### src/ledfs_pkg.sv
`timescale 1ns / 1ps
// Shared types, constants and the coordinate-to-strip mapping of the LED
// matrix frame store. No dependencies.
package ledfs_pkg;

   localparam int MaxColumns = 32;
   localparam int MaxRows    = 32;
   localparam int StoreDepth = MaxColumns * MaxRows;
   localparam int AddrW      = 10;
   localparam int AreaW      = 11;
   localparam int DimW       = 6;
   localparam int PosW       = 5;
   localparam int StepW      = 6;
   localparam int CoordW     = 8;
   localparam int PixW       = 24;
   localparam int OpW        = 3;
   localparam int CsrAddrW   = 4;
   localparam int CsrDataW   = 32;

   typedef enum logic [OpW-1:0] {
      OP_WRITE_XY     = 3'd0,
      OP_READ_XY      = 3'd1,
      OP_READ_STRIP   = 3'd2,
      OP_SCROLL_LEFT  = 3'd3,
      OP_SCROLL_RIGHT = 3'd4,
      OP_SCROLL_UP    = 3'd5,
      OP_SCROLL_DOWN  = 3'd6,
      OP_CLEAR        = 3'd7
   } op_type;

   typedef enum logic [1:0] {
      REG_WIDTH  = 2'd0,
      REG_HEIGHT = 2'd1,
      REG_SERP   = 2'd2,
      REG_COLMAJ = 2'd3
   } reg_type;

   typedef enum logic [2:0] {
      ST_INIT,
      ST_IDLE,
      ST_READ,
      ST_SCROLL,
      ST_CLEAR,
      ST_HOLD
   } state_type;

   typedef struct packed {
      logic [DimW-1:0] width;
      logic [DimW-1:0] height;
      logic            serpentine;
      logic            column_major;
   } cfg_type;

   typedef struct packed {
      logic [AddrW-1:0] mapped_index;
      logic             out_of_range;
      logic [PixW-1:0]  pixel_out;
   } result_type;

   typedef struct packed {
      logic             we;
      logic [AddrW-1:0] waddr;
      logic [PixW-1:0]  wdata;
      logic [AddrW-1:0] raddr;
   } ram_cmd_type;

   // zero acts as one, anything above the limit acts as the limit
   function automatic logic [DimW-1:0] eff_dim(input logic [DimW-1:0] value,
                                                input logic [DimW-1:0] limit);
      logic [DimW-1:0] res;
      if (value == '0) res = DimW'(1);
      else if (value > limit) res = limit;
      else res = value;
      return res;
   endfunction

   // x < w and y < h expected
   function automatic logic [AddrW-1:0] map_xy(input logic [PosW-1:0] x,
                                                input logic [PosW-1:0] y,
                                                input logic [DimW-1:0] w,
                                                input logic [DimW-1:0] h,
                                                input logic serp,
                                                input logic colmaj);
      logic [PosW-1:0]  major;
      logic [PosW-1:0]  minor;
      logic [DimW-1:0]  len;
      logic             rev;
      logic [PosW-1:0]  offs;
      logic [AreaW-1:0] prod;
      if (colmaj) begin
         major = PosW'(w - DimW'(1) - {1'b0, x});
         minor = y;
         len   = h;
         rev   = serp & ~x[0];
      end else begin
         major = y;
         minor = x;
         len   = w;
         rev   = serp & y[0];
      end
      offs = rev ? PosW'(len - DimW'(1) - {1'b0, minor}) : minor;
      prod = AreaW'(major) * AreaW'(len);
      return AddrW'(prod + AreaW'(offs));
   endfunction

endpackage

### src/ledfs_csr.sv
`timescale 1ns / 1ps
// APB-style register block holding the matrix geometry and layout.
// Depends on ledfs_pkg.
module ledfs_csr (
   input  logic                             clock,
   input  logic                             reset,
   input  logic                             csr_psel,
   input  logic                             csr_penable,
   input  logic                             csr_pwrite,
   input  logic [ledfs_pkg::CsrAddrW-1:0]   csr_paddr,
   input  logic [ledfs_pkg::CsrDataW-1:0]   csr_pwdata,
   output logic [ledfs_pkg::CsrDataW-1:0]   csr_prdata,
   output logic                             csr_pready,
   output ledfs_pkg::cfg_type               cfg
);
   import ledfs_pkg::*;

   logic [DimW-1:0] width_ff;
   logic [DimW-1:0] height_ff;
   logic            serp_ff;
   logic            colmaj_ff;
   logic            wr_en;
   reg_type         reg_sel;

   assign csr_pready = 1'b1;
   assign wr_en      = csr_psel & csr_penable & csr_pwrite;
   assign reg_sel    = reg_type'(csr_paddr[3:2]);

   always_ff @(posedge clock) begin
      if (reset) begin
         width_ff  <= DimW'(MaxColumns);
         height_ff <= DimW'(MaxRows);
         serp_ff   <= 1'b0;
         colmaj_ff <= 1'b0;
      end else if (wr_en) begin
         unique case (reg_sel)
            REG_WIDTH:  width_ff  <= csr_pwdata[DimW-1:0];
            REG_HEIGHT: height_ff <= csr_pwdata[DimW-1:0];
            REG_SERP:   serp_ff   <= csr_pwdata[0];
            REG_COLMAJ: colmaj_ff <= csr_pwdata[0];
         endcase
      end
   end

   always_comb begin
      unique case (reg_sel)
         REG_WIDTH:  csr_prdata = CsrDataW'(width_ff);
         REG_HEIGHT: csr_prdata = CsrDataW'(height_ff);
         REG_SERP:   csr_prdata = CsrDataW'(serp_ff);
         REG_COLMAJ: csr_prdata = CsrDataW'(colmaj_ff);
      endcase
   end

   assign cfg = '{width: width_ff, height: height_ff,
                  serpentine: serp_ff, column_major: colmaj_ff};
endmodule

### config.mk
export PLATFORM = sky130hd
export DESIGN_NAME = ledfs_csr
export DESIGN_NICKNAME = d
export VERILOG_FILES = /design/src/ledfs_pkg.sv /design/src/ledfs_csr.sv
export SDC_FILE = /design/constraint.sdc
export NUM_CORES = 1
export LEC_CHECK = 0
export BUFFER_PORTS_ARGS = -buffer_cell sky130_fd_sc_hd__buf_4
export CAP_MARGIN = 20
export CORE_AREA = 2 2 53 55
export CTS_BUF_LIST = sky130_fd_sc_hd__clkbuf_16
export CTS_CLUSTER_DIAMETER = 40
export CTS_CLUSTER_SIZE = 24
export DETAILED_ROUTE_END_ITERATION = 16
export DIE_AREA = 0 0 55 57
export MAX_ROUTING_LAYER = met4
export PLACE_DENSITY = 0.87
export SLEW_MARGIN = 20
export SYNTH_ARGS = -nofsm -noshare
export SYNTH_HDL_FRONTEND = slang
export SYNTH_SLANG_ARGS = --single-unit
### constraint.sdc
create_clock -name clock -period 1.5 [get_ports clock]
set_input_delay 0.075 -clock clock [delete_from_list [all_inputs] [get_ports clock]]
set_output_delay 0.075 -clock clock [all_outputs]
set_load 0.01 [all_outputs]
==> metrics.md, run 1 <==
| Metric | Value |
|---|---|
| Area contributors post-synth | dfxtp_1 (29%), buf_4 (24%), mux2i_1 (20%), nand2b_1 (11%), nor2_1 (3.2%) |
| CTS Hold Bufs | 0 |
| Final TNS setup | 0 ns |
| Resized cells post-CTS | 0 |
| RSZ-0062 raised after global routing | false |
| Final WL | 1.82 mm |
| Gr usage total | 12.9% |
| Core Area | 2620 sq um |
| Avg WL per Cell | 11.4 microns |
| Gp weighted congestion | 0.747 |
| Leak Pwr | 0.594 nW |
| Share of cells above drive strength 1 | 32.0% |
| Synth async-reset ratio | 0% |
| Postcts setup bufs | 0 |
| Max Cap Violations | 0 |
| Multi-input logic area | 519 sq um |
| WP data required | 1.42 ns |
| Ant. Diodes | 0 |
| Power per cell area | 859 nW/um^2 |
| Top-area cell type share of the netlist area | 29.4% |
| Final setup viols | 0 |
| Final Hold Vio Count | 0 |
| Setup WS pre-CTS | 0.484 ns |
| Setup slack, reg-to-reg | 0.82 ns |
| CP Launch Type | flip-flop |
| Yosys Warn Count | 0 |
| Count leader, synth | buf_4 |
| Vias | 690 |
| VDD IR max | 0.597 mV |
| Run status | finished, final reports clean |
| R2R Path End | height_ff[3] |
| Total Nets Final | 171 |
| First DRT Iteration DRCs | 5 |
| Site Rows | 19 |
| Critical path type | flip-flop to output port |
| Clock transition at the registers of the reported paths | 0.04 ns |
| Avg Cell Area, Syn | 9.43 sq um |
| First-pass GRT wire length | 2.93 mm |
| Max Root-Sink Buffers | 2 |
| Number of distinct library cells after synthesis | 16 |
| Via density | 4.34 |
| Initial antenna violation count | 0 |
| H-tree depth | 1 |
| CP endpoint kind | output port |
| Worst Path Max Fanout | 3 |
| Clock Sinks | 14 |
| Filler Cell Count | 259 |
| Port Buffers | 32 |
| Min cycle time layout | 1.26 ns |
| Slowest-stage cell, CP | mux4_2 |
| Cell Area, Placed | 1080 sq um |
| P&R area growth vs syn | 21.2% |
| CTS tree | built |
| R2R cell count | 2 |
| Fin area | 1150 sq um |
| Final Skew | 0 ns |
| Worst Setup SP | colmaj_ff |
| Clock root buffer | clkbuf_16 |
| CTS buffer count | 3 |
| Levels on crit path | 2 |
| Post-synthesis sequential area ratio | 29.4% |
| DRC violations left | 0 |
| Cell taking the most area after synthesis | dfxtp_1 |
| Die X | 55 microns |
| DP HPWL | 1.39 mm |
| Critical Path AT | 1.19 ns |
| Gate count of the mapped netlist | 101 |
| Clk Latency, worst-skew pair | 0.24 ns |
| Largest delay contributor family on the critical path | multiplexers |
| Critical R2R Launch | height_ff[3] |
| CP bufs+invs | 1 |
| Final Slew Violations | 0 |
| Main synth FF type | dfxtp_1 |
| DRT antenna net count | 0 |
| Register bit total from synthesis | 14 |
| Worst Hold Depth | 3 |
| IO Count | 88 |
| Fmax | 0.793 GHz |
| Post-synth EDFFs | 0 |
| Largest net degree at the start of global routing | 21 |
| Slowest stage delay, CP | 0.48 ns |
| Crit share post-route | 84.1% |
| Number of global-route vias before repair | 646 |
| Hold Crit Class | primary input to flip-flop |
| Critical path endpoint | csr_prdata[0] |
| Critical path cell sequence | mux4_2 > buf_4 |
| Die area | 3140 sq um |
| Initial core utilization | 36.4% |
| First-pass DRT Iterations | 4 |
| Aggregate global routing overflow | 0 |
| Sequential cell area | 280 sq um |
| Worst Slack Setup Final | 0.239 ns |
| Chip height | 57 microns |
| Most frequent cells after synthesis | buf_4 (30), mux2i_1 (19), nand2b_1 (17) |
| Mapped Area | 952 sq um |
## through the flow
| stage | total power, mW | util, % | hold slack (ns) | std cells |
|---|---|---|---|---|
| CTS | 0.994 | 44.1 | 0.116 | 159 |
| global route | 1.03 | 44.1 | 0.132 | 159 |
| finish | 0.991 | 44.1 | 0.117 | 159 |
| global placement | 0.510 | 41.2 | 0.337 | 156 |
| detailed placement | 0.512 | 41.2 | 0.360 | 156 |
| floorplan | 0.524 | - | 0.246 | 126 |
## cell families after synthesis
group / share of synthesized area, %
buffers and inverters: 25.9
flip-flops: 29.4
multiplexers: 22.3
other: 0.789
AND/OR/NAND/NOR: 21.6
## sequential cells by signal, summed over array words and instances (netlist names)
name and flops:
width_ff 6, height_ff 6, colmaj_ff 1, serp_ff 1
## metal layers
metal | GRT usage, % | share of wire [%]
met4 | 3.14 | 0
met1 | 14.9 | 39
met5 | - | 0
met2 | 22.4 | 52
met3 | 2.09 | 9.3
## tightest hold or removal path: stages
cell	delay [ns]
buf_4	0.08
nor2_1	0.04
mux2i_1	0.12
## layout by cell type (no fill, tap or decap), drive strengths merged, types with 2 or more instances in the layout
cell	n
mux2i	19
clkbuf	3
buf	32
nor2	8
dfxtp	14
nand2b	17
nand3	2
conb	27
## worst min path at each step
stage	startpoint	to	slack [ns]
final	csr_pwdata[5]	height_ff[5]	0.12
after global routing	csr_pwdata[5]	height_ff[5]	0.13
after CTS	csr_pwdata[5]	height_ff[5]	0.12
after detailed placement	csr_pwdata[5]	width_ff[5]	0.36
after global placement	csr_pwdata[5]	height_ff[5]	0.34
after floorplan	csr_pwdata[5]	height_ff[5]	0.25
## layout make-up
type | instances | share of cell area [%]
multi-input cells | 79 | 45.0
flip-flops and latches | 14 | 24.3
repair buffers | 32 | 20.8
clock buffers | 3 | 6.51
well taps | 31 | 3.36
## where the power goes
| group | switching (mW) | leakage (nW) | internal (mW) |
|---|---|---|---|
| Combinational | 0.0737 | 0.444 | 0.0513 |
| Clock | 0.137 | 0.0370 | 0.347 |
| Sequential | 0.00394 | 0.113 | 0.378 |
(Power assumes the default switching activity.)
==> run 2: changes to the inputs <==
--- a/config.mk
+++ b/config.mk
@@ -7,14 +7,14 @@
 export LEC_CHECK = 0
 export BUFFER_PORTS_ARGS = -buffer_cell sky130_fd_sc_hd__buf_4
 export CAP_MARGIN = 20
-export CORE_AREA = 2 2 53 55
+export CORE_AREA = 2 2 55 57
 export CTS_BUF_LIST = sky130_fd_sc_hd__clkbuf_16
 export CTS_CLUSTER_DIAMETER = 40
 export CTS_CLUSTER_SIZE = 24
 export DETAILED_ROUTE_END_ITERATION = 16
-export DIE_AREA = 0 0 55 57
+export DIE_AREA = 0 0 57 59
 export MAX_ROUTING_LAYER = met4
-export PLACE_DENSITY = 0.87
+export PLACE_DENSITY = 0.82
 export SLEW_MARGIN = 20
 export SYNTH_ARGS = -nofsm -noshare
 export SYNTH_HDL_FRONTEND = slang
==> constraint.sdc (replaced) <==
create_clock -name clock -period 1.2 [get_ports clock]
set_input_delay 0.06 -clock clock [delete_from_list [all_inputs] [get_ports clock]]
set_output_delay 0.06 -clock clock [all_outputs]
set_load 0.01 [all_outputs]
==> run 2 against run 1 <==
The flow now finishes with violations (negative setup slack). Worst setup slack got worse by 0.25 ns. Clock skew did not move. Utilization barely moved. Clock power rose by 29%. Critical endpoint unchanged. Critical path depth did not move. Largest power group unchanged. Combinational power rose by 27%. First-iteration DRC count rose by 40%. Sequential power rose by 25%.
==> metrics.md, run 2 (synthesis gave the netlist of run 1 again) <==
| Metric | Value |
|---|---|
| Commonest non-fill, non-tap cell in the layout | buf_4 |
| Gp weighted congestion | 0.707 (-5.4%) |
| Final WL | 1.85 mm (+1.7%) |
| First DRT Iteration DRCs | 7 (+2) |
| Initial core utilization | 35.1% (-1.3 points) |
| P&R area growth vs syn | 25.6% |
| Avg WL per Cell | 11.3 microns (-1.4%) |
| Final Hold Vio Count | 0 (unchanged) |
| VDD IR max | 1.04 mV (+74%) |
| Crit share post-route | 101% |
| Max Cap Violations | 0 (unchanged) |
| Setup WS pre-CTS | 0.211 ns (-0.273 ns) |
| RSZ-0062 raised after global routing | true |
| DRC violations left | 0 (unchanged) |
| Share of cells above drive strength 1 | 36.8% (+4.8 points) |
| Port Buffers | 32 (unchanged) |
| Final Skew | 0 ns (unchanged) |
| Worst Slack Setup Final | -0.0153 ns (-0.254 ns) |
| Critical path type | flip-flop to output port |
| Power per cell area | 1050 nW/um^2 (+23%) |
| Levels on crit path | 2 (unchanged) |
| Largest net degree at the start of global routing | 21 (unchanged) |
| Most frequent cells in the layout | buf_4 (35), conb_1 (27), mux2i_1 (19) |
| Vias | 703 (+1.9%) |
| Fmax | 0.823 GHz |
| Initial antenna violation count | 0 (unchanged) |
| Via density | 4.29 (-1.2%) |
| Site Rows | 19 (unchanged) |
| Clock root buffer | clkbuf_16 |
| Gr usage total | 11.7% (-1.2 points) |
| CP endpoint kind | output port |
| IO Count | 88 (unchanged) |
| Clock Sinks | 14 (unchanged) |
| Fin util | 44.1% (about the same) |
| Run status | complete, but fails checks |
| Critical Path AT | 1.16 ns (-0.03 ns) |
| First-pass DRT Iterations | 3 (-1) |
| R2R Path End | height_ff[0] |
| R2R cell count | 3 (+1) |
| Leak Pwr | 0.620 nW (+4.4%) |
| First-pass GRT wire length | 2.91 mm (-0.48%) |
| Ant. Diodes | 0 (unchanged) |
| Slowest-stage cell, CP | mux4_2 |
| Final setup viols | 1 (+1) |
| Max Root-Sink Buffers | 2 (unchanged) |
| Setup slack, reg-to-reg | 0.51 ns (-0.31 ns) |
| Aggregate global routing overflow | 0 (unchanged) |
| Die area | 3360 sq um (+7.3%) |
| CTS buffer count | 3 (unchanged) |
| DRT antenna net count | 0 (unchanged) |
| Hold Crit Class | primary input to flip-flop |
| Final Slew Violations | 0 (unchanged) |
| CTS tree | built |
| Critical path endpoint | csr_prdata[0] |
| CP bufs+invs | 1 (unchanged) |
| Total power | 1.26 mW (+27%) |
| Die X | 57 microns (+3.6%) |
| Failing checks | negative setup slack |
| Core Area | 2710 sq um (+3.6%) |
| Final std cells w/o fill | 164 (+3.1%) |
| Min cycle time layout | 1.22 ns |
| Clk Latency, worst-skew pair | 0.24 ns (about the same) |
| Biggest regs | height_ff x6, width_ff x6 |
| Critical R2R Launch | height_ff[0] |
| Worst Setup SP | colmaj_ff |
| DP HPWL | 1.45 mm (+4.1%) |
| Worst Path Max Fanout | 2 (-1) |
| Total Nets Final | 175 (+2.3%) |
| Placed insts | 156 (unchanged) |
| Critical path cell sequence | mux4_2 > buf_6 |
| Number of global-route vias before repair | 624 (-3.4%) |
| H-tree depth | 1 (unchanged) |
| Slowest stage delay, CP | 0.47 ns (about the same) |
| Chip height | 59 microns (+3.5%) |
| Largest delay contributor family on the critical path | multiplexers |
| Clock transition at the registers of the reported paths | 0.05 ns (about the same) |
| WP data required | 1.14 ns (-0.28 ns) |
| CP Launch Type | flip-flop |
run 2: repair_timing:
action,in CTS,in global routing
gates resized for setup,5,0
hold buffers,0,0
endpoints found under the setup margin,1,1
setup buffers,4,0
gates cloned,0,0
hold endpoints to repair,0,0
run 2: worst register-to-register path, cell delays in order (launching register included):
cell      delay [ns]
dfxtp_2         0.31
buf_4           0.13
nand2b_1        0.06
mux2i_1         0.07
run 2: routing by layer:
layer  part of all wire, %  track usage (%)  vias to the layer above  routed length [microns]
met5                     0                -                        -                        0
met4                   1.6             4.98                        0                       30
met3                   9.1             2.62                        4                      168
met2                    48             19.0                       45                      891
met1                    41             14.0                      316                      755
li1                      -                -                      338                        -
run 2: worst min path at each step:
stage / start / end / slack (ns) / depth (start not counted)
5_1_grt: csr_pwdata[5] / width_ff[5] / 0.13 / 3
2_1_floorplan: csr_pwdata[5] / height_ff[5] / 0.23 / 2
6_report: csr_pwdata[5] / width_ff[5] / 0.11 / 3
3_3_place_gp: csr_pwdata[5] / height_ff[5] / 0.32 / 3
3_5_place_dp: csr_pwdata[5] / width_ff[5] / 0.35 / 3
4_1_cts: csr_pwdata[5] / width_ff[5] / 0.10 / 3
run 2: final cells by class:
class | instances | area, sq um
Multi-Input combinational cell | 79 | 519
Timing Repair Buffer | 36 | 274
Sequential cell | 14 | 285
Clock inverter | 1 | 3.75
Fill cell | 264 | 1510
Clock buffer | 3 | 75.1
Tap cell | 31 | 38.8
run 2: stage by stage:
step	instance area, sq um	TNS [ns]	hold WS, ns
floorplan	1050	0	0.231
global placement	1080	0	0.323
detailed placement	1080	0	0.350
CTS	1200	-0.0201	0.105
global route	1200	-0.0367	0.125
finish	1200	-0.0153	0.109
run 2: power breakdown:
group          switching [mW]  internal, mW
combinational          0.0923        0.0664
clock                   0.185         0.440
sequential            0.00435         0.473
total                   0.282         0.979
