## src/ledfs_pkg.sv

```systemverilog
`timescale 1ns / 1ps
// Shared types, constants and the coordinate-to-strip mapping of the LED
// matrix frame store. No dependencies.
package ledfs_pkg;

   localparam int MaxColumns = 32;
   localparam int MaxRows    = 32;
   localparam int StoreDepth = MaxColumns * MaxRows;
   localparam int AddrW      = 10;
   localparam int AreaW      = 11;
   localparam int DimW       = 6;
   localparam int PosW       = 5;
   localparam int StepW      = 6;
   localparam int CoordW     = 8;
   localparam int PixW       = 24;
   localparam int OpW        = 3;
   localparam int CsrAddrW   = 4;
   localparam int CsrDataW   = 32;

   typedef enum logic [OpW-1:0] {
      OP_WRITE_XY     = 3'd0,
      OP_READ_XY      = 3'd1,
      OP_READ_STRIP   = 3'd2,
      OP_SCROLL_LEFT  = 3'd3,
      OP_SCROLL_RIGHT = 3'd4,
      OP_SCROLL_UP    = 3'd5,
      OP_SCROLL_DOWN  = 3'd6,
      OP_CLEAR        = 3'd7
   } op_type;

   typedef enum logic [1:0] {
      REG_WIDTH  = 2'd0,
      REG_HEIGHT = 2'd1,
      REG_SERP   = 2'd2,
      REG_COLMAJ = 2'd3
   } reg_type;

   typedef enum logic [2:0] {
      ST_INIT,
      ST_IDLE,
      ST_READ,
      ST_SCROLL,
      ST_CLEAR,
      ST_HOLD
   } state_type;

   typedef struct packed {
      logic [DimW-1:0] width;
      logic [DimW-1:0] height;
      logic            serpentine;
      logic            column_major;
   } cfg_type;

   typedef struct packed {
      logic [AddrW-1:0] mapped_index;
      logic             out_of_range;
      logic [PixW-1:0]  pixel_out;
   } result_type;

   typedef struct packed {
      logic             we;
      logic [AddrW-1:0] waddr;
      logic [PixW-1:0]  wdata;
      logic [AddrW-1:0] raddr;
   } ram_cmd_type;

   // zero acts as one, anything above the limit acts as the limit
   function automatic logic [DimW-1:0] eff_dim(input logic [DimW-1:0] value,
                                                input logic [DimW-1:0] limit);
      logic [DimW-1:0] res;
      if (value == '0) res = DimW'(1);
      else if (value > limit) res = limit;
      else res = value;
      return res;
   endfunction

   // x < w and y < h expected
   function automatic logic [AddrW-1:0] map_xy(input logic [PosW-1:0] x,
                                                input logic [PosW-1:0] y,
                                                input logic [DimW-1:0] w,
                                                input logic [DimW-1:0] h,
                                                input logic serp,
                                                input logic colmaj);
      logic [PosW-1:0]  major;
      logic [PosW-1:0]  minor;
      logic [DimW-1:0]  len;
      logic             rev;
      logic [PosW-1:0]  offs;
      logic [AreaW-1:0] prod;
      if (colmaj) begin
         major = PosW'(w - DimW'(1) - {1'b0, x});
         minor = y;
         len   = h;
         rev   = serp & ~x[0];
      end else begin
         major = y;
         minor = x;
         len   = w;
         rev   = serp & y[0];
      end
      offs = rev ? PosW'(len - DimW'(1) - {1'b0, minor}) : minor;
      prod = AreaW'(major) * AreaW'(len);
      return AddrW'(prod + AreaW'(offs));
   endfunction

endpackage

```

## src/ledfs_req_if.sv

```systemverilog
`timescale 1ns / 1ps
// Request channel of the frame store: valid/ready plus one pixel command.
// Depends on ledfs_pkg for field widths.
interface ledfs_req_if;
   logic                          valid;
   logic                          ready;
   logic [ledfs_pkg::OpW-1:0]     opcode;
   logic [ledfs_pkg::CoordW-1:0]  x_pos;
   logic [ledfs_pkg::CoordW-1:0]  y_pos;
   logic [ledfs_pkg::AddrW-1:0]   strip_position;
   logic [ledfs_pkg::PixW-1:0]    pixel_in;

   modport source (output valid, opcode, x_pos, y_pos, strip_position, pixel_in,
                   input ready);
   modport sink (input valid, opcode, x_pos, y_pos, strip_position, pixel_in,
                 output ready);
endinterface

```

## src/ledfs_rsp_if.sv

```systemverilog
`timescale 1ns / 1ps
// Response channel of the frame store: valid/ready plus one result.
// Depends on ledfs_pkg for field widths.
interface ledfs_rsp_if;
   logic                        valid;
   logic                        ready;
   logic [ledfs_pkg::AddrW-1:0] mapped_index;
   logic                        out_of_range;
   logic [ledfs_pkg::PixW-1:0]  pixel_out;

   modport source (output valid, mapped_index, out_of_range, pixel_out, input ready);
   modport sink (input valid, mapped_index, out_of_range, pixel_out, output ready);
endinterface

```

## src/ledfs_ctrl.sv

```systemverilog
`timescale 1ns / 1ps
// Command sequencer: decodes requests, drives the pixel RAM for pixel access,
// clear and scroll sweeps, and holds the response register.
// Depends on ledfs_pkg and the request/response interfaces.
module ledfs_ctrl (
   input  logic                        clock,
   input  logic                        reset,
   ledfs_req_if.sink                   req_if,
   ledfs_rsp_if.source                 rsp_if,
   input  ledfs_pkg::cfg_type          cfg,
   output ledfs_pkg::ram_cmd_type      ram_cmd,
   input  logic [ledfs_pkg::PixW-1:0]  rd_data
);
   import ledfs_pkg::*;

   state_type        state_ff, state_in;
   logic [AddrW-1:0] cnt_ff;
   logic [StepW-1:0] step_ff;
   logic [PosW-1:0]  line_ff;
   logic             vert_ff;
   logic             rev_ff;
   logic [PixW-1:0]  tmp_ff;
   logic [AddrW-1:0] addr_d1_ff;
   logic [AddrW-1:0] addr_d2_ff;
   result_type       pend_ff;
   logic             rsp_valid_ff;
   result_type       rsp_data_ff;

   logic [DimW-1:0]  eff_w, eff_h;
   logic [AreaW-1:0] area;
   op_type           req_op;
   logic             accept;
   logic             slot_free;
   logic             xy_oor, strip_oor;
   logic [AddrW-1:0] xy_idx, read_idx;
   logic [DimW-1:0]  line_len, line_cnt;
   logic [StepW-1:0] kpos;
   logic [PosW-1:0]  sx, sy;
   logic [AddrW-1:0] scroll_addr;
   logic             step_last, line_last;
   logic             res_valid;
   result_type       res;

   assign eff_w  = eff_dim(cfg.width, DimW'(MaxColumns));
   assign eff_h  = eff_dim(cfg.height, DimW'(MaxRows));
   assign area   = AreaW'(eff_w) * AreaW'(eff_h);

   assign req_op    = op_type'(req_if.opcode);
   assign req_if.ready = (state_ff == ST_IDLE);
   assign accept    = req_if.valid & req_if.ready;
   assign slot_free = ~rsp_valid_ff | rsp_if.ready;

   assign xy_oor = (req_if.x_pos >= CoordW'(eff_w)) || (req_if.y_pos >= CoordW'(eff_h));
   assign xy_idx = map_xy(req_if.x_pos[PosW-1:0], req_if.y_pos[PosW-1:0], eff_w, eff_h,
                          cfg.serpentine, cfg.column_major);
   assign strip_oor = AreaW'(req_if.strip_position) >= area;
   assign read_idx  = (req_op == OP_READ_STRIP) ? req_if.strip_position : xy_idx;

   // scroll walks one line at a time; position k is read at step k and
   // written with the pixel of position k+1, the first pixel wraps to the end
   assign line_len    = vert_ff ? eff_h : eff_w;
   assign line_cnt    = vert_ff ? eff_w : eff_h;
   assign kpos        = rev_ff ? StepW'(line_len - DimW'(1) - step_ff) : step_ff;
   assign sx          = vert_ff ? line_ff : kpos[PosW-1:0];
   assign sy          = vert_ff ? kpos[PosW-1:0] : line_ff;
   assign scroll_addr = map_xy(sx, sy, eff_w, eff_h, cfg.serpentine, cfg.column_major);
   assign step_last   = (step_ff == StepW'(line_len + DimW'(1)));
   assign line_last   = ({1'b0, line_ff} == line_cnt - DimW'(1));

   // RAM commands and finished results
   always_comb begin
      ram_cmd   = '{we: 1'b0, waddr: '0, wdata: '0, raddr: scroll_addr};
      res_valid = 1'b0;
      res       = '0;
      unique case (state_ff)
         ST_INIT: begin
            ram_cmd.we    = 1'b1;
            ram_cmd.waddr = cnt_ff;
         end
         ST_IDLE: begin
            if (accept) begin
               unique case (req_op)
                  OP_WRITE_XY: begin
                     ram_cmd.we    = ~xy_oor;
                     ram_cmd.waddr = xy_idx;
                     ram_cmd.wdata = req_if.pixel_in;
                     res_valid     = 1'b1;
                     res.out_of_range = xy_oor;
                     res.mapped_index = xy_oor ? '0 : xy_idx;
                  end
                  OP_READ_XY: begin
                     ram_cmd.raddr    = xy_idx;
                     res_valid        = xy_oor;
                     res.out_of_range = xy_oor;
                  end
                  OP_READ_STRIP: begin
                     ram_cmd.raddr    = req_if.strip_position;
                     res_valid        = strip_oor;
                     res.out_of_range = strip_oor;
                  end
                  OP_SCROLL_LEFT, OP_SCROLL_RIGHT, OP_SCROLL_UP, OP_SCROLL_DOWN,
                  OP_CLEAR: begin
                  end
               endcase
            end
         end
         ST_READ: begin
            res_valid     = 1'b1;
            res           = pend_ff;
            res.pixel_out = rd_data;
         end
         ST_SCROLL: begin
            if (step_ff >= StepW'(2)) begin
               ram_cmd.we    = 1'b1;
               ram_cmd.waddr = addr_d2_ff;
               ram_cmd.wdata = step_last ? tmp_ff : rd_data;
            end
            res_valid = step_last & line_last;
         end
         ST_CLEAR: begin
            ram_cmd.we    = 1'b1;
            ram_cmd.waddr = cnt_ff;
            res_valid     = ({1'b0, cnt_ff} == area - AreaW'(1));
         end
         ST_HOLD: begin
            res_valid = 1'b1;
            res       = pend_ff;
         end
         default: begin
         end
      endcase
   end

   // next state
   always_comb begin
      state_in = state_ff;
      priority if (res_valid) begin
         state_in = slot_free ? ST_IDLE : ST_HOLD;
      end else begin
         unique case (state_ff)
            ST_INIT: begin
               if (cnt_ff == AddrW'(StoreDepth - 1)) state_in = ST_IDLE;
            end
            ST_IDLE: begin
               if (accept) begin
                  unique case (req_op)
                     OP_WRITE_XY, OP_READ_XY, OP_READ_STRIP: state_in = ST_READ;
                     OP_CLEAR: state_in = ST_CLEAR;
                     OP_SCROLL_LEFT, OP_SCROLL_RIGHT, OP_SCROLL_UP,
                     OP_SCROLL_DOWN: state_in = ST_SCROLL;
                  endcase
               end
            end
            ST_READ, ST_SCROLL, ST_CLEAR, ST_HOLD: state_in = state_ff;
            default: state_in = ST_IDLE;
         endcase
      end
   end

   always_ff @(posedge clock) begin
      if (reset) begin
         state_ff     <= ST_INIT;
         cnt_ff       <= '0;
         rsp_valid_ff <= 1'b0;
      end else begin
         state_ff <= state_in;
         if (accept) cnt_ff <= '0;
         else if (state_ff == ST_INIT || state_ff == ST_CLEAR) cnt_ff <= cnt_ff + AddrW'(1);
         if (res_valid && slot_free) rsp_valid_ff <= 1'b1;
         else if (rsp_if.ready) rsp_valid_ff <= 1'b0;
      end
   end

   always_ff @(posedge clock) begin
      if (res_valid && slot_free) rsp_data_ff <= res;
      if (res_valid && !slot_free) pend_ff <= res;
      else if (accept) pend_ff <= '{mapped_index: read_idx, out_of_range: 1'b0,
                                     pixel_out: '0};
      if (accept) begin
         step_ff <= '0;
         line_ff <= '0;
         vert_ff <= (req_op == OP_SCROLL_UP) || (req_op == OP_SCROLL_DOWN);
         rev_ff  <= (req_op == OP_SCROLL_RIGHT) || (req_op == OP_SCROLL_UP);
      end else if (state_ff == ST_SCROLL) begin
         if (step_last) begin
            step_ff <= '0;
            line_ff <= line_ff + PosW'(1);
         end else begin
            step_ff <= step_ff + StepW'(1);
         end
      end
      if (state_ff == ST_SCROLL && step_ff == StepW'(1)) tmp_ff <= rd_data;
      addr_d1_ff <= scroll_addr;
      addr_d2_ff <= addr_d1_ff;
   end

   assign rsp_if.valid        = rsp_valid_ff;
   assign rsp_if.mapped_index = rsp_data_ff.mapped_index;
   assign rsp_if.out_of_range = rsp_data_ff.out_of_range;
   assign rsp_if.pixel_out    = rsp_data_ff.pixel_out;
endmodule

```

## src/flat_wrapper.sv

```systemverilog
// flat-port wrapper written by rule: the top's interface ports become plain ports
module ledfs_ctrl_flat import ledfs_pkg::*;
  (clock, reset, cfg, ram_cmd, rd_data, req_if_valid, req_if_opcode, req_if_x_pos, req_if_y_pos, req_if_strip_position, req_if_pixel_in, req_if_ready, rsp_if_valid, rsp_if_mapped_index, rsp_if_out_of_range, rsp_if_pixel_out, rsp_if_ready);
  ledfs_req_if req_if_i ();
  ledfs_rsp_if rsp_if_i ();
  input  logic clock;
  input  logic reset;
  input  ledfs_pkg::cfg_type cfg;
  output ledfs_pkg::ram_cmd_type ram_cmd;
  input  logic [ledfs_pkg::PixW-1:0] rd_data;
  input wire logic [$bits(req_if_i.valid)-1:0] req_if_valid;
  input wire logic [$bits(req_if_i.opcode)-1:0] req_if_opcode;
  input wire logic [$bits(req_if_i.x_pos)-1:0] req_if_x_pos;
  input wire logic [$bits(req_if_i.y_pos)-1:0] req_if_y_pos;
  input wire logic [$bits(req_if_i.strip_position)-1:0] req_if_strip_position;
  input wire logic [$bits(req_if_i.pixel_in)-1:0] req_if_pixel_in;
  output wire logic [$bits(req_if_i.ready)-1:0] req_if_ready;
  output wire logic [$bits(rsp_if_i.valid)-1:0] rsp_if_valid;
  output wire logic [$bits(rsp_if_i.mapped_index)-1:0] rsp_if_mapped_index;
  output wire logic [$bits(rsp_if_i.out_of_range)-1:0] rsp_if_out_of_range;
  output wire logic [$bits(rsp_if_i.pixel_out)-1:0] rsp_if_pixel_out;
  input wire logic [$bits(rsp_if_i.ready)-1:0] rsp_if_ready;
  assign req_if_i.valid = req_if_valid;
  assign req_if_i.opcode = req_if_opcode;
  assign req_if_i.x_pos = req_if_x_pos;
  assign req_if_i.y_pos = req_if_y_pos;
  assign req_if_i.strip_position = req_if_strip_position;
  assign req_if_i.pixel_in = req_if_pixel_in;
  assign req_if_ready = req_if_i.ready;
  assign rsp_if_valid = rsp_if_i.valid;
  assign rsp_if_mapped_index = rsp_if_i.mapped_index;
  assign rsp_if_out_of_range = rsp_if_i.out_of_range;
  assign rsp_if_pixel_out = rsp_if_i.pixel_out;
  assign rsp_if_i.ready = rsp_if_ready;
  ledfs_ctrl u_core (.clock(clock), .reset(reset), .req_if(req_if_i), .rsp_if(rsp_if_i), .cfg(cfg), .ram_cmd(ram_cmd), .rd_data(rd_data));
endmodule
```

## config.mk

```make
export PLATFORM = sky130hd
export DESIGN_NAME = ledfs_ctrl_flat
export DESIGN_NICKNAME = d
export VERILOG_FILES = /design/src/ledfs_pkg.sv /design/src/ledfs_req_if.sv /design/src/ledfs_rsp_if.sv /design/src/ledfs_ctrl.sv /design/src/flat_wrapper.sv
export SDC_FILE = /design/constraint.sdc
export NUM_CORES = 1
export LEC_CHECK = 0
export BUFFER_PORTS_ARGS = -buffer_cell sky130_fd_sc_hd__buf_2
export CAP_MARGIN = 25
export CORE_MARGIN = 3
export CORE_UTILIZATION = 59
export CTS_CLUSTER_DIAMETER = 100
export DETAILED_ROUTE_END_ITERATION = 8
export HOLD_SLACK_MARGIN = 0.03
export MAX_ROUTING_LAYER = met4
export PLACE_DENSITY = 0.82
export SYNTH_ARGS = -nofsm -noshare
export SYNTH_HDL_FRONTEND = slang
export SYNTH_SLANG_ARGS = --single-unit
export TNS_END_PERCENT = 100
```

## constraint.sdc

```tcl
create_clock -name clock -period 12.7 [get_ports clock]
set_input_delay 2.54 -clock clock [delete_from_list [all_inputs] [get_ports clock]]
set_output_delay 2.54 -clock clock [all_outputs]
set_load 0.03 [all_outputs]
```

==> flow_summary.json, run 1 <==
{
  "num-fill-cells": 1586,
  "cp_common_cell": "fa_1",
  "grtUsageTotal_pct": 30.4,
  "num_rows": 52,
  "worstMarginPinSlew_ns": 1.04,
  "syn_to_final_growth_pct": 14.8,
  "portBuffers": 176,
  "initial_core_util_pct": 60.3,
  "drv_cap": 0,
  "yosysWarnings": 0,
  "p_total_mw": 2.04,
  "min_period_ns": 12.08,
  "setup-violations-final": 0,
  "min_path_type": "reg -> reg",
  "p_per_area_nw_per_um2": 145,
  "core_area_um2": 20300,
  "clkTransAtPathRegs_ns": 0.06,
  "worstReg2RegStart": "u_core.vert_ff",
  "crit_fanout": 12,
  "vias": 10600,
  "syn_inst": 1337,
  "dieHeight_um": 150,
  "startpoint_type": "input pin",
  "grt_pass1_wl_um": 52400,
  "fin_ws_ns": 0.620,
  "die_area_um2": 22500,
  "drt_iter0_drc": 1011,
  "ir_drop_mv": 0.179,
  "synth_edf_count": 96,
  "hpwl_um": 25500,
  "relSlewSlack_pct": 30.6,
  "worstSetupEndpointType": "primary output",
  "ys_seq_area_share_pct": 30.9,
  "clock-root-buffer": "clkbuf_16",
  "clock-skew-final_ns": 0.0185,
  "grt_max_degree": 37,
  "hold_viol": 0,
  "routed_wl_um": 33500,
  "h-tree-depth": 4,
  "layout_commonest_cell": "buf_2",
  "route.detailed.drc": 0,
  "path_class": "in -> out",
  "fin_nets": 1746,
  "final_cell_mix": "buf_2 (175), nor2_1 (138), inv_1 (124)",
  "cts_tree": "yes",
  "p_leak_nw": 6.32,
  "first_pass_iters": 5,
  "cts_buffers": 17,
  "grt_pass1_vias": 10200,
  "cpPeakStageDelay_ns": 0.54,
  "clk_path_buf_depth": 2,
  "ys.flop_type": "edfxtp_1",
  "worstPathRequired_ns": 10.16,
  "drt-wirelength-per-cell_um": 18.9,
  "yosysUniqueCellTypes": 74,
  "synthArstFlopShare_pct": 0,
  "slew_viol_final": 0,
  "viasPerCell": 5.99,
  "ios": 177,
  "worst_r2r_path_depth": 26,
  "synth_area_per_cell_um2": 9.15,
  "synth_area_um2": 12200,
  "rr_endpoint": "u_core.addr_d1_ff[9]",
  "grt_overflow_total": 0,
  "place_congestion": 0.947,
  "cp-endpoint": "ram_cmd[9]",
  "mappedNetlistNets": 1593,
  "ys_ff_latch": 141,
  "cts_sinks": 141,
  "whs_path_depth": 0,
  "layout-drive-gt1-share_pct": 18.4,
  "place_ws_ns": 0.260,
  "tns_ns": 0,
  "critPathArrivalTime_ns": 9.54,
  "critical-path-slowest-cell": "fa_1",
  "clock_latency_ns": 0.43,
  "cts_hold_buf": 0,
  "ff2ff_setup_slack_ns": 6.03,
  "rsz0062_at_grt": "no",
  "status": "finished clean",
  "critPathLaunch": "cfg[7]",
  "antenna_found_initial": 0,
  "fmax_ghz": 0.0828,
  "die_w_um": 150,
  "period_share_pct": 95.1,
  "antennaDiodeCount": 0,
  "ant_nets": 0
}
## synth_stat cells (3+ instances only)
cell type	n	share of area [%]
a211oi_1	5	0.31
a21boi_0	3	0.18
a21o_1	16	0.98
a21oi_1	63	2.6
a221o_1	14	1.1
a222oi_1	7	0.57
a22o_1	33	2.4
a22oi_1	5	0.31
a31o_2	3	0.21
a31oi_1	6	0.31
and3_1	13	0.66
buf_1	6	0.18
buf_2	8	0.33
buf_6	3	0.28
clkbuf_1	49	1.5
clkinv_1	6	0.18
dfxtp_1	45	7.4
edfxtp_1	96	24
fa_1	53	8.7
ha_1	108	11
inv_1	125	3.8
inv_2	4	0.12
mux2_2	7	0.64
mux2i_1	48	3.9
nand2_1	106	3.3
nand2b_1	10	0.51
nand3_1	26	1.1
nand4_1	8	0.41
nor2_1	139	4.3
nor2b_1	37	1.9
nor3_1	10	0.41
nor3b_1	5	0.31
nor4_1	7	0.36
o211ai_1	8	0.49
o21a_1	12	0.74
o21ai_0	78	3.2
o21ai_1	4	0.16
o21bai_1	4	0.25
o22ai_1	8	0.41
o31ai_1	5	0.31
or2_2	9	0.46
or3_1	11	0.56
xnor2_1	55	3.9
xor2_1	31	2.2
## metal layers
layer	vias up	share of wire [%]	global-route usage [%]
met4	0	4.1	11.8
met5	-	0	-
met1	5021	41	38.7
li1	4987	-	-
met2	503	48	48.9
met3	101	7.5	4.75
## registers in the layout, summed over array words and instances (netlist names), 3 cells and up
name,count
u_core.cnt_ff,10
u_core.rsp_if.pixel_out,24
u_core.tmp_ff,24
u_core.line_ff,5
u_core.state_ff,3
u_core.step_ff,6
u_core.rsp_if.mapped_index,10
u_core.pend_ff,35
u_core.addr_d1_ff,10
u_core.addr_d2_ff,10
## power by group
group	internal [mW]	switching [mW]	total, mW
Combinational	0.354	0.580	0.934
Clock	0.296	0.215	0.512
Sequential	0.556	0.0363	0.592
Total	1.21	0.832	2.04
## worst min-delay path by stage
stage | from | end
after floorplan | u_core.addr_d1_ff[0] | u_core.addr_d2_ff[0]
after detailed placement | u_core.addr_d1_ff[6] | u_core.addr_d2_ff[6]
final | u_core.addr_d1_ff[6] | u_core.addr_d2_ff[6]
after CTS | u_core.addr_d1_ff[6] | u_core.addr_d2_ff[6]
after global routing | u_core.addr_d1_ff[6] | u_core.addr_d2_ff[6]
after global placement | u_core.addr_d1_ff[6] | u_core.addr_d2_ff[6]
## area by class of cell
type	count	area [um2]	area share, %
inverters	135	507	3.61
repair buffers	200	1100	7.86
clock buffers	17	425	3.03
flip-flops and latches	141	3780	26.9
clock inverters	15	181	1.29
well taps	270	338	2.40
multi-input cells	995	7710	54.9
## per-stage QoR
step                      instances  util (%)  hold WS [ns]  cell area (um2)
final                          1773      69.2         0.327            14000
after global routing           1773      69.2         0.329            14000
after CTS                      1767      68.8         0.327            14000
after detailed placement       1735      65.8         0.312            13300
after global placement         1734      65.6         0.310            13300
after floorplan                1337         -         0.310            12200
## worst max-delay path, delay by kind of cell
family	cells	cell delay, ns
adders and majority gates	7	2.83
AOI/OAI and AO/OA	11	1.83
xor gates and xnor gates	4	0.78
buffers and inverters	5	0.62
and+or+nand+nor	4	0.47
muxes	2	0.43
## timing repair
| item | in CTS | in global routing |
|---|---|---|
| setup endpoints to repair | 0 | 4 |
| buffers inserted | 0 | 4 |
| gates resized for setup | 0 | 7 |
## cell families after synthesis
family | count (synthesis) | synth area share [%]
mux | 57 | 4.94
compound gates | 294 | 16.4
fa+ha+maj | 161 | 19.7
flops | 141 | 30.9
buf+inv | 201 | 6.43
simple gates | 396 | 15.2
xor+xnor | 87 | 6.34
(Power assumes the default switching activity.)
==> run 2: changes to the inputs <==
==> constraint.sdc (replaced) <==
create_clock -name clock -period 12.7 [get_ports clock]
set_input_delay 2.54 -clock clock [delete_from_list [all_inputs] [get_ports clock]]
set_output_delay 2.54 -clock clock [all_outputs]
set_load 0.02 [all_outputs]
==> run 2 against run 1 <==
Against the previous run: global-route usage fell by 0.082 points; clock skew fell by 0.0057 ns; sequential share of layout area up 0.058 points; register-to-register slack worse by 0.08 ns; first-iteration DRC count is 0.30% higher; via count shrank 0.22%; wire length barely moved; largest power group unchanged.
==> flow_summary.json, run 2 (synthesis results as in run 1) <==
{
  "status": "finished clean",
  "rr_endpoint": "u_core.addr_d1_ff[9]",
  "placed_cell_area_um2": 13300,
  "slew_viol_final": 0,
  "drt-wirelength-per-cell_um": 18.9,
  "route.detailed.drc": 0,
  "initial_core_util_pct": 60.3,
  "ant_nets": 0,
  "hpwl_um": 25500,
  "layout_commonest_cell": "buf_2",
  "worstPathRequired_ns": 10.16,
  "p_switching_mw": 0.799,
  "critPathArrivalTime_ns": 9.65,
  "portBuffers": 176,
  "grt_overflow_total": 0,
  "worstReg2RegStart": "u_core.vert_ff",
  "cts_sinks": 141,
  "netSwitchingFraction_pct": 40.2,
  "fin_cells": 1771,
  "worst-path-buf-inv": 5,
  "grt_pass1_wl_um": 52100,
  "grt_max_degree": 37,
  "antennaDiodeCount": 0,
  "dieHeight_um": 150,
  "hold_viol": 0,
  "final_cell_mix": "buf_2 (176), nor2_1 (138), inv_1 (124)",
  "cpPeakStageDelay_ns": 0.54,
  "ir_drop_mv": 0.174,
  "drt_iter0_drc": 1014,
  "period_share_pct": 96.0,
  "pwr-share-clk_pct": 25.0,
  "die_w_um": 150,
  "placedCellCount": 1734,
  "cts_tree": "yes",
  "vias": 10600,
  "path_class": "in -> out",
  "worst_r2r_path_depth": 26,
  "worstSetupEndpointType": "primary output",
  "die_area_um2": 22500,
  "syn_to_final_growth_pct": 14.6,
  "viasPerCell": 5.98,
  "largest_register_ff_count": 35,
  "drv_cap": 0,
  "clk_path_buf_depth": 2,
  "p_leak_nw": 6.31,
  "num_rows": 52,
  "fin_util_pct": 69.1,
  "p_int_mw": 1.19,
  "p_per_area_nw_per_um2": 142,
  "relSlewSlack_pct": 31.5,
  "register_area_um2": 3780,
  "place_congestion": 0.954,
  "combPwrFrac_pct": 45.3,
  "layout-drive-gt1-share_pct": 18.5,
  "cts_hold_buf": 0,
  "final_area_um2": 14000,
  "p_seq_share_pct": 29.8,
  "worstMarginPinSlew_ns": 1.03,
  "h-tree-depth": 4,
  "multi_input_area_um2": 7710,
  "clock-root-buffer": "clkbuf_16",
  "critPathTopFamily": "adder cells",
  "startpoint_type": "input pin",
  "cp_common_cell": "fa_1",
  "clock_latency_ns": 0.42,
  "clock-skew-final_ns": 0.0128,
  "first_pass_iters": 7,
  "grt_pass1_vias": 10300,
  "min_path_type": "reg -> reg",
  "largest-register": "u_core.pend_ff",
  "setup-violations-final": 0,
  "ios": 177,
  "ff2ff_setup_slack_ns": 5.95,
  "hp-start": "u_core.addr_d1_ff[5]",
  "core_area_um2": 20300,
  "antenna_found_initial": 0,
  "min_period_ns": 12.19,
  "crit_fanout": 12,
  "num-fill-cells": 1573,
  "min_to": "u_core.addr_d2_ff[5]",
  "whs_path_depth": 0,
  "routed_wl_um": 33500,
  "fin_nets": 1744,
  "grtUsageTotal_pct": 30.3,
  "critical-path-slowest-cell": "fa_1",
  "cp.depth": 33,
  "clkTransAtPathRegs_ns": 0.06,
  "fmax_ghz": 0.0820,
  "cts_buffers": 17
}
run 2: through the flow:
stage	hold WS [ns]	setup TNS (ns)	setup WS, ns	power (mW)
3_5_place_dp	0.314	0	0.235	1.47
3_3_place_gp	0.311	0	0.485	1.45
4_1_cts	0.328	0	0.220	1.97
6_report	0.330	0	0.506	1.99
2_1_floorplan	0.310	0	0.503	1.23
5_1_grt	0.328	-0.0221	-0.0221	2.11
run 2: worst register-to-register path: stages (launching register included):
cell and delay [ns]:
edfxtp_1 0.47, buf_4 0.36, o21ai_0 0.20, ha_1 0.26, fa_1 0.51, mux2i_1 0.09
nand2_1 0.08, o21ai_0 0.18, fa_2 0.42, a21o_1 0.16, a21oi_1 0.16, xor2_1 0.26
nor3b_1 0.08, mux2i_1 0.29, nand3_1 0.18, nand2_1 0.14, fa_1 0.42, fa_1 0.52
fa_1 0.54, inv_1 0.04, ha_1 0.33, a21oi_2 0.19, o21bai_1 0.11, a21oi_2 0.19
o21ai_1 0.10, xnor2_1 0.14, xnor2_1 0.22
run 2: metal layers:
layer  wire [um]  track usage, %  vias to the layer above
met5           0               -                        -
met4        1200            11.1                        0
met3        2540            4.06                       91
met2       16500            50.5                      532
met1       13200            37.9                     4981
li1            -               -                     4985
run 2: power groups by stage:
stage | Clock, mW | Combinational (mW) | Sequential (mW)
3_3_place_gp | 0 | 0.852 | 0.597
3_5_place_dp | 0 | 0.874 | 0.599
2_1_floorplan | 0 | 0.636 | 0.592
6_report | 0.496 | 0.899 | 0.591
5_1_grt | 0.515 | 0.996 | 0.595
4_1_cts | 0.498 | 0.885 | 0.590
run 2: worst max-delay path by stage:
stage,start,to
6_report,cfg[7],ram_cmd[9]
5_1_grt,cfg[7],ram_cmd[9]
4_1_cts,cfg[7],ram_cmd[9]
3_5_place_dp,cfg[7],ram_cmd[9]
3_3_place_gp,cfg[4],ram_cmd[9]
2_1_floorplan,cfg[13],ram_cmd[9]
run 2: layout make-up:
class,count,share of cell area (%)
inverters,135,3.64
well taps,270,2.41
clock inverters,15,1.21
flip-flops and latches,141,27.0
clock buffers,17,3.03
repair buffers,198,7.69
multi-input cells,995,55.0
run 2: timing repair:
| item | CTS | global route |
|---|---|---|
| endpoints found under the setup margin | 0 | 2 |
| buffers inserted | 0 | 3 |
| gates resized for setup | 0 | 9 |
